`src/smm_pkg.sv`:
```
package smm_pkg;

    localparam int DATA_W = 32;
    localparam int FUNC_W = 2;
    localparam int IDX_W  = 3;
    localparam int CFG_W  = 4;
    localparam logic [CFG_W-1:0] SIZE_RESET = CFG_W'(8);

    localparam logic [FUNC_W-1:0] FUNC_WR_A    = 2'd0;
    localparam logic [FUNC_W-1:0] FUNC_WR_B    = 2'd1;
    localparam logic [FUNC_W-1:0] FUNC_RD_PROD = 2'd2;
    localparam logic [FUNC_W-1:0] FUNC_NOP     = 2'd3;

    typedef logic [DATA_W-1:0] word_t;

    typedef struct packed {
        logic valid;
        logic first;
        logic last;
    } mac_ctrl_t;

endpackage

```
`src/smm_ram.sv`:
```
module smm_ram #(
    parameter int DEPTH = 64,
    parameter int AW    = 6
) (
    input  logic                aclk,
    input  logic                wr_en,
    input  logic [AW-1:0]       wr_addr,
    input  smm_pkg::word_t      wr_data,
    input  logic                rd_en,
    input  logic [AW-1:0]       rd_addr,
    output smm_pkg::word_t      rd_data
);

    smm_pkg::word_t mem [DEPTH];
    smm_pkg::word_t rd_data_reg;

    always_ff @(posedge aclk) begin
        if (wr_en) begin
            mem[wr_addr] <= wr_data;
        end
        if (rd_en) begin
            rd_data_reg <= mem[rd_addr];
        end
    end

    assign rd_data = rd_data_reg;

endmodule

```
`config.mk`:
```
export PLATFORM = sky130hd
export DESIGN_NAME = smm_ram
export DESIGN_NICKNAME = d
export VERILOG_FILES = /design/src/smm_pkg.sv /design/src/smm_ram.sv
export SDC_FILE = /design/constraint.sdc
export NUM_CORES = 2
export LEC_CHECK = 0
export BUFFER_PORTS_ARGS = -buffer_cell sky130_fd_sc_hd__buf_2
export CAP_MARGIN = 20
export CORE_MARGIN = 10
export CORE_UTILIZATION = 41
export DETAILED_ROUTE_END_ITERATION = 8
export GPL_TIMING_DRIVEN = 0
export PLACE_DENSITY = 0.54
export RECOVER_POWER = 25
export SKIP_CTS_REPAIR_TIMING = 1
export SYNTH_ARGS = -nofsm -noshare
export SYNTH_HDL_FRONTEND = slang
export SYNTH_SLANG_ARGS = --single-unit
```
`constraint.sdc`:
```
create_clock -name aclk -period 5.9 [get_ports aclk]
set_clock_uncertainty 0.1 [all_clocks]
set_input_delay 1.18 -clock aclk [delete_from_list [all_inputs] [get_ports aclk]]
set_output_delay 1.18 -clock aclk [all_outputs]
set_load 0.02 [all_outputs]
```
# Yosys cells after proc, flatten, opt, wreduce, memory -nomap -nowiden
# Memories as Yosys holds them, arrays and structs flattened. A register that Yosys moved wholly into a read port is not among the register bits.
# Index checks and enable logic that the tools add are counted.
[op_classes]
multipliers = 0
n_reduce_logical = 0
bitwise_logic = 0
n_eq_ne = 0
muxes = 2
shift = 0
n_addsub = 0
magnitude_cmp = 0
div_mod_pow = 0
[ops]
columns = ["cell", "n"]
rows = [
  ["2-to-1 mux 1 bit", 2],
]
[word_totals]
input_bits = 47
output_inout_bits = 32
mem_bits_rw = 2048
elab_cells = 3
memories = 1
regBits = 0
latchBits = 0
romBits = 0
[memory_table]
columns = ["name", "depth", "width", "rd", "rd_clocked_by_memory_dff", "wr", "line", "text"]
rows = [
  ["mem", 64, 32, 1, 1, 1, "smm_ram.sv:14", "smm_pkg::word_t mem [DEPTH];"],
]

# Depth between registers and ports, before layout
[depth]
ltp_word = 2
mapped_depth = 10
mapped_depth_nobuf = 5

# Worst setup path before layout
# OpenSTA, ideal clock, no wires.
[synth_timing]
path_type = "input -> register"
startpoint = "in wr_addr[3]"
endpoint = "mem mem[48][0] (netlist name), enable pin"
t_required_ns = 5.339
setup_time_ns = 0.461
t_arrival_ns = 3.879
path_buffers = 1
stages = 4
slack_ns = 1.460
path_cell_list = "clkbuf_1 -> nor2b_1 -> nand4b_1 -> nor3_1"
[synth_rtl]
columns = ["element", "line", "text"]
rows = [
  ["start, declared", "smm_ram.sv:7", "input logic [AW-1:0] wr_addr,"],
  ["end, declared", "smm_ram.sv:14", ""],
]
# No word-level cell before the write port.

==> summary.md <==
| Metric | Value |
|---|---|
| Status | `complete, but fails checks` |
| Failing checks | `max-capacitance violations, max-slew violations` |
| Static leakage | `0.0285 uW` |
| Post-Route WL | `251000 um` |
| GPL Wtd Cong | `0.834` |
| Fin crit share | `85.5%` |
| Largest net degree at the start of global routing | `65` |
| RSZ-0062 raised after global routing | `no` |
| #FFs+latches synth | `2080` |
| Vias in the first global route | `38416` |
| Setup-failing EPs final | `0` |
| Setup crit end kind | `flip-flop` |
| FMAX | `198 MHz` |
| Initial antenna violation count | `21` |
| Distinct cell type count after synthesis | `33` |
| Most common cell after layout, fill and taps aside | `edfxtp_1` |
| Fin nets | `3802` |
| Detail Route Antenna Nets | `0` |
| DRT Pass-1 Iters | `5` |
| FP Rows | `160` |
| Place WS | `0.0906 ns` |
| Seq/Total Area, Yosys | `79.2%` |
| Worst EP arrival | `5.46 ns` |
| Clock insertion delay at the later pin of the skew report | `0.88 ns` |
| Final setup margin | `0.858 ns` |
| DRT iter0 DRCs | `5438` |
| Crit Path Max Fanout | `10` |
| MaxCap Viol Count | `21` |
| Setup TNS | `0 ns` |
| Top Ports | `79` |
| Max FFs per register | `2048` |
| Mapped Avg Cell Area | `23.7 um2` |
| CTS tree | `yes` |
| Post-DP Area | `0.0856 mm2` |
| Worst hold path type | `input pin to flip-flop` |
| Core area | `0.191 mm2` |
| Layout cells sized above 1 | `29.6%` |
| R2r setup slk | `2.79 ns` |
| Worst Path Required | `6.32 ns` |
| Via/cell ratio | `6.05` |
| Final Total Pwr | `31200 uW` |
| CTS buffer count | `210` |
| Syn_nets | `3371` |
| Worst setup SP type | `input pin` |
| Synthesized area | `0.0788 mm2` |
| Minimum clock period | `5.04 ns` |
| Detailed-placement wirelength estimate | `166000 um` |
| Max VDD drop | `0.264 mV` |
| Number of synthesis warnings | `0` |
| Count of buffers from port buffering | `70` |
| Area growth syn-to-layout | `17.1%` |
| Fin area | `0.0923 mm2` |
| Overflow after GRT | `0` |
| Global-route usage over all layers | `23.6%` |
| Worst reg2reg path depth | `4` |
| Die X | `459 um` |
| Global-route wire length before repair | `338000 um` |
| Die ar. | `0.210 mm2` |
| CTS sink count | `2080` |
| Synth Instances | `3324` |
| CTS Buffer Depth | `3` |
| DRC viols | `0` |
| Worst slew pin tran | `2.78 ns` |
| FF-to-FF Start | `mem[31][13]$_DFFE_PP_` |
| Root buffer cell | `clkbuf_16` |
| H-tree depth | `4` |
| Reg clk slew, reported paths | `0.06 ns` |
| Fin. max-slew vios | `941` |
| Critical Path End | `rd_data[15]$_DFFE_PP_` |
| DR WL/cell | `38.9 um` |
| Via count | `39080` |
| Die height | `459 um` |
| Worst setup path start | `rd_addr[1]` |
| Pwr Density | `339 mW/mm2` |
| Rel. slew slack | `-85.1%` |
| Final hold violation count | `0` |
| Worst Hold Depth | `1` |
| RR Endpoint | `rd_data[13]$_DFFE_PP_` |
| Critical setup path kind | `input pin to flip-flop` |
| Min Hold Slack | `0.561 ns` |
| Starting Density | `41.3%` |
| Most frequent cells in the layout | `edfxtp_1, mux4_2, clkbuf_16` |
[layout make-up]
class / instances / area (um2)
Fill cell: 15226 / 98500
Antenna cell: 14 / 35.0
Tap cell: 2511 / 3140
Clock buffer: 262 / 5450
Timing Repair Buffer: 219 / 3150
Multi-Input combinational cell: 1062 / 16000
Buffer: 182 / 887
Clock inverter: 126 / 1200
Sequential cell: 2080 / 62500
[routing by layer]
layer | vias up | wire (um) | track usage (%)
li1 | 15227 | - | -
met4 | 4 | 12400 | 9.98
met5 | - | 21 | 0
met2 | 2121 | 119000 | 37.4
met1 | 21267 | 96800 | 31.5
met3 | 461 | 23100 | 5.42
[per-stage QoR]
step           std cells  utilization, %
3_3_place_gp        5905            43.2
4_1_cts             6427            48.4
2_1_floorplan       3324               -
6_report            6456            48.4
3_5_place_dp        6039            44.9
5_1_grt             6449            48.4
[worst min-delay path by stage]
stage	slack, ns	from	endpoint
2_1_floorplan	0.65	mem[12][17]$_DFFE_PP_	rd_data[17]$_DFFE_PP_
3_3_place_gp	0.96	mem[28][4]$_DFFE_PP_	rd_data[4]$_DFFE_PP_
3_5_place_dp	0.94	mem[28][4]$_DFFE_PP_	rd_data[4]$_DFFE_PP_
4_1_cts	0.59	wr_data[3]	mem[3][3]$_DFFE_PP_
5_1_grt	0.54	wr_data[20]	mem[39][20]$_DFFE_PP_
6_report	0.56	wr_data[20]	mem[39][20]$_DFFE_PP_
[Yosys cell counts (all sizes together)]
cell type,number,area (um2)
a21oi,62,310
nand3b,5,37.5
a31oi,1,6.26
o221ai,27,236
or3,3,18.8
a22oi,12,90.1
or3b,5,43.8
and3,4,25.0
nand2,26,97.6
nand4b,1,8.76
o32ai,4,35.0
nor2,137,514
o22ai,84,526
or2,3,18.8
nor2b,15,93.8
mux4,544,12300
edfxtp,2080,62500
nand3,5,25.0
and2,2,12.5
nand4,2,12.5
clkbuf,74,278
a41o,4,40.0
buf,108,608
mux2i,93,931
a311oi,8,70.1
nor3,7,35.0
nand2b,8,50.1
[critical path: stages]
cell and delay (ns):
buf_2 0.43, buf_2 0.45, buf_2 0.39, buf_1 0.87, nand3b_1 0.64, o221ai_1 0.49, a21oi_1 0.27, a21oi_1 0.45
nor2_1 0.25
[power breakdown]
group	total (uW)	switching, uW	internal [uW]
Combinational	1840	1240	592
Sequential	16400	25.6	16400
Clock	13000	5780	7200
[logic make-up (layout without fill, tap and decap cells)]
family                 count (synthesis)  count (layout)  share of synthesized area (%)
buffers and inverters                182             789                           1.12
other                                  0              14                              0
AOI/OAI and AO/OA                    202             202                           1.67
DFF                                 2080            2080                           79.2
and+or+nand+nor                      223             223                           1.26
muxes                                637             637                           16.7
Power figures use the tool's default switching activity.
