===== src/smm_pkg.sv =====
package smm_pkg;

    localparam int DATA_W = 32;
    localparam int FUNC_W = 2;
    localparam int IDX_W  = 3;
    localparam int CFG_W  = 4;
    localparam logic [CFG_W-1:0] SIZE_RESET = CFG_W'(8);

    localparam logic [FUNC_W-1:0] FUNC_WR_A    = 2'd0;
    localparam logic [FUNC_W-1:0] FUNC_WR_B    = 2'd1;
    localparam logic [FUNC_W-1:0] FUNC_RD_PROD = 2'd2;
    localparam logic [FUNC_W-1:0] FUNC_NOP     = 2'd3;

    typedef logic [DATA_W-1:0] word_t;

    typedef struct packed {
        logic valid;
        logic first;
        logic last;
    } mac_ctrl_t;

endpackage


===== src/smm_mac.sv =====
module smm_mac (
    input  logic                aclk,
    input  logic                aresetn,
    input  smm_pkg::mac_ctrl_t  ctrl_i,
    input  smm_pkg::word_t      a_i,
    input  smm_pkg::word_t      b_i,
    output logic                done_o,
    output smm_pkg::word_t      acc_o
);

    smm_pkg::mac_ctrl_t ctrl_reg;
    smm_pkg::word_t     prod_reg;
    smm_pkg::word_t     acc_reg;
    smm_pkg::word_t     acc_next;
    logic               done_reg;

    // low 32 bits of the product are the same for signed and unsigned
    always_ff @(posedge aclk) begin
        prod_reg <= a_i * b_i;
        if (ctrl_reg.valid) begin
            acc_reg <= acc_next;
        end
    end

    always_comb begin
        acc_next = (ctrl_reg.first ? '0 : acc_reg) + prod_reg;
    end

    always_ff @(posedge aclk) begin
        if (!aresetn) begin
            ctrl_reg <= '0;
            done_reg <= 1'b0;
        end else begin
            ctrl_reg <= ctrl_i;
            done_reg <= ctrl_reg.valid && ctrl_reg.last;
        end
    end

    assign done_o = done_reg;
    assign acc_o  = acc_reg;

endmodule

===== config.mk =====
export PLATFORM = sky130hd
export DESIGN_NAME = smm_mac
export DESIGN_NICKNAME = d
export VERILOG_FILES = /design/src/smm_pkg.sv /design/src/smm_mac.sv
export SDC_FILE = /design/constraint.sdc
export NUM_CORES = 1
export LEC_CHECK = 0
export ABC_AREA = 1
export BUFFER_PORTS_ARGS = -buffer_cell sky130_fd_sc_hd__buf_4
export CORE_MARGIN = 4
export CORE_UTILIZATION = 50
export CTS_BUF_LIST = sky130_fd_sc_hd__clkbuf_4 sky130_fd_sc_hd__clkbuf_8
export DETAILED_ROUTE_END_ITERATION = 10
export PLACE_DENSITY = 0.67
export SLEW_MARGIN = 5
export SYNTH_ARGS = -nofsm -noshare
export SYNTH_HDL_FRONTEND = slang
export SYNTH_SLANG_ARGS = --single-unit

===== constraint.sdc =====
create_clock -name aclk -period 16.2 [get_ports aclk]
set_input_delay 3.24 -clock aclk [delete_from_list [all_inputs] [get_ports aclk]]
set_output_delay 3.24 -clock aclk [all_outputs]
set_load 0.03 [all_outputs]

Word level (Yosys, flattened, before mapping):

Index checks and enable logic that the tools add are counted.

* output and inout bits: 33
* register bits after elaboration: 68
* logic and storage cells: 10

* reduce and logical (&&, ||, !) cells: 1
* add/sub/neg operators: 1
* multipliers: 1
* multiplexer cells: 1

Operator list (count)
* $add A32 B32 Y32: 1
* $mul A32 B32 Y32: 1
* $mux W32: 1
* $logic_and A1 B1 Y1: 1

Depth between registers and ports, before layout:

* depth in word-level cells: 2
* depth in mapped cells: 34
* mapped depth without buffers: 33

Worst setup path before layout:

No wires, ideal clock.

* path type: input to register
* start: input port a_i[12]
* end: register prod_reg[26]
* stages: 25
* path buffers: 2
* path slack: 6.960 ns
* arrival: 9.121 ns
* data required time: 16.081 ns
* cell sequence: clkbuf_1 clkbuf_1 nand2_1 fa_1 inv_1 fa_1 inv_1 fa_1 fa_1 inv_1 fa_1 inv_1 fa_1 fa_1 fa_1 inv_1 ha_1 nand2_1 nor3_2 nand4_1 nand3_1 nand3_1 nand2_1 a21oi_1 xnor2_1

* cells in the longest elaborated chain, start to end: 1

RTL lines
* start, declared: RTL line smm_mac.sv:5 `input smm_pkg::word_t a_i,`
* $mul A32 B32 Y32: RTL line smm_mac.sv:19 `prod_reg <= a_i * b_i;`
* end signal, assigned: RTL line smm_mac.sv:19
* end, declared: RTL line smm_mac.sv:12 `smm_pkg::word_t prod_reg;`

Every way passes these cells.
A chain may end at the register's enable or synchronous reset.

Worst setup path after layout:

* start: input port a_i[7]
* end: register prod_reg[31]

Same word-level chain as after synthesis.

==> summary.md <==
| Metric | Value |
|---|---|
| WL/cell | 16.6 um |
| Buffers on Ports | 101 |
| Sequential cell area | 1680 um2 |
| X dimension of the die | 210 um |
| Warning count from the yosys run | 0 |
| Cell area after synthesis | 20,400 um2 |
| Number of fillers in the final layout | 3,807 |
| Most used standard cell by instance count after synthesis | inv_1 |
| Portion of synthesized cell area occupied by the leading cell type | 0.400 |
| Met3 Wirelength | 3.56 mm |
| Quantity of hold-fixing buffers added after cts | 0 |
| Least-Margin Pin Slew | 0.643 ns |
| Crit-path max FO | 25 |
| Hold Worst Slack | 0.466 ns |
| Detailed Place HPWL | 44.2 mm |
| CTS tree | built |
| Overall die area | 44,200 um2 |
| Startpoint kind of the worst setup timing path | input pin |
| Synthesized flop and latch total | 68 |
| Final worst clock skew | 0.0116 ns |
| Maximum cell stage delay along the critical path | 0.61 ns |
| Max clock buf depth | 2 |
| R2R Path Start | ctrl_reg[1]$_SDFF_PN0_ |
| Share of final-layout standard cells stronger than drive strength 1 | 0.0537 |
| WL met1 | 20.9 mm |
| Final critical-path required period | 9.57 ns |
| Signal arrival time at the worst endpoint | 9.88 ns |
| Placer Congestion | 0.904 |
| Final Hold Viols | 0 |
| Height of the die | 210 um |
| Count of routing violations after the opening detailed-route iteration | 929 |
| Grt ovf | 0 |
| Initial core utilization | 0.510 |
| # resized after CTS | 0 |
| Setup fix buffers added after clock tree synthesis | 0 |
| Depth of the CTS H-tree | 3 |
| Post-synth EDFFs | 32 |
| Number of cells on the worst reg-to-reg path | 12 |
| CTS root buf | clkbuf_8 |
| Topmost layer with routed signal wires | met4 |
| Post-layout utilization of the core | 0.540 |
| Clock input transition at the sequential cells of the worst setup and hold paths | 0.08 ns |
| Number of nets in the synthesized netlist | 3,340 |
| Crit path required time | 16.51 ns |
| Hold crit path type | reg -> reg |
| Wire length of the first global-routing pass | 89.1 mm |
| Worst setup path category | in -> reg |
| Origin of the worst setup path | a_i[7] |
| Main flop type after synthesis | dfxtp_1 |
| Overall via count from detail_route | 16,400 |
| Slowest cell on crit path | fa_1 |
| Area occupied by multi-input gates | 15,200 um2 |
| Number of antenna violations at the first check in global routing | 0 |
| # Max-Cap Violations | 0 |
| Area grow syn2layout | 5.84% |
| Post-Route WL | 53.9 mm |
| Final layout net count | 3,346 |
| Setup repair after global routing missed its margin | false |
| Worst-skew pair later-pin latency | 0.36 ns |
| Startpoint of the tightest hold check path | ctrl_reg[0]$_SDFF_PN0_ |
| DRC violations left | 0 |
| Setup violators final | 0 |
| Netlist cell types | 45 |
| Average size of a mapped cell | 7.55 um2 |
| Drt via density | 5.05 |
| Relative slew slack | 0.567 |
| First-pass detailed-route iteration total | 5 |
| Largest net degree at the start of global routing | 34 |
| Synthesized netlist cell count | 2,708 |
| Overall Global Routing Usage | 0.251 |
| Outcome | finished, final reports clean |
| Period Utilization, post-route | 0.591 |
| Total length of routed met2 wires | 27.7 mm |
| Ports placed on the boundary | 102 |
| Number of buffers created by CTS | 9 |
| Number of nets still failing antenna checks after routing | 0 |
| Commonest cells post-synth | inv_1 (813), nand2_1 (789), fa_1 (409) |
| F_max | 105 MHz |
| Setup TNS | 0 ns |
| # diodes | 0 |
| Cell count of the worst hold path | 1 |
| Number of core rows | 73 |
| Final Max Tran Viols | 0 |
| Placeable core region | 40,100 um2 |
| Sequential area share after synthesis | 0.0822 |
| Top post-synthesis cells by area | fa_1 (40%), inv_1 (15%), nand2_1 (14%), ha_1 (9.4%), edfxtp_1 (4.7%) |
| Cell type contributing the most total cell area after synthesis | fa_1 |
| Capturing element type of the critical path | flop |
| Post-synth ARST share | 0 |
| # clock sinks | 68 |
| Via count of the first global-routing pass | 17,700 |
| Critical path's most frequent cell | fa_1 |
-- worst max-delay path, delay by kind of cell --
| family | cells | cell delay [ns] |
|---|---|---|
| fa+ha+maj | 9 | 4.53 |
| simple gates | 9 | 1.36 |
| buf+inv | 8 | 0.75 |
-- cells by family (layout without fill, tap and decap cells) --
family | count (synthesis) | after routing | synth area share
adder cells (fa/ha/maj) | 563 | 563 | 0.495
AND/OR/NAND/NOR | 966 | 966 | 0.186
buffers and inverters | 924 | 935 | 0.172
XOR/XNOR | 63 | 63 | 0.0270
AO/OA/AOI/OAI | 124 | 124 | 0.0375
flip-flops | 68 | 68 | 0.0822
-- area by class of cell --
class | instances | share of cell area
Tap cell | 525 | 0.0304
Multi-Input combinational cell | 1716 | 0.704
Clock inverter | 7 | 0.00451
Clock buffer | 9 | 0.00572
Sequential cell | 68 | 0.0777
Timing Repair Buffer | 103 | 0.0357
Inverter | 816 | 0.142
-- layout by cell type (no fill, tap or decap), types with 2 or more instances in the layout --
cell	count
nand2_1	789
buf_4	103
fa_1	409
nand3_1	57
inv_2	3
nor3_1	8
xnor2_1	20
clkbuf_8	9
a31oi_1	9
o21ai_1	3
clkinv_4	2
a21oi_2	4
ha_1	154
o21ai_2	4
bufinv_16	2
xor2_1	43
edfxtp_1	32
nand4_1	10
a211oi_1	2
a21oi_1	46
nand2_2	7
nand3b_1	7
nor2_2	2
nor3_2	3
o21bai_1	9
nor2_1	80
a221oi_1	3
inv_1	813
a21o_1	5
dfxtp_1	36
o31ai_1	3
o21ai_0	27
a21boi_2	2
-- through the flow --
stage	std cells	worst slack [ns]	area (um2)
2_1_floorplan	2708	6.96	20400
3_3_place_gp	3228	6.38	21400
3_5_place_dp	3228	6.30	21400
4_1_cts	3244	6.67	21600
5_1_grt	3244	6.23	21600
6_report	3244	6.63	21600
-- layer usage --
layer | up-vias | GRT usage
met1 | 7983 | 0.311
met3 | 130 | 0.0313
met5 | - | 0
met4 | 0 | 0.0824
met2 | 573 | 0.458
li1 | 7690 | -
-- path summary, 6_finish.rpt --
path / slack (ns) / end
min: 0.47 / done_o$_SDFF_PN0_
max reg2reg: 13.10 / acc_o[31]$_DFFE_PP_
min reg2reg: 0.47 / done_o$_SDFF_PN0_
max: 6.63 / prod_reg[31]$_DFF_P_
Power is not shown: default switching activity piles up to over one toggle a cycle in this logic, so the estimate is an artifact.
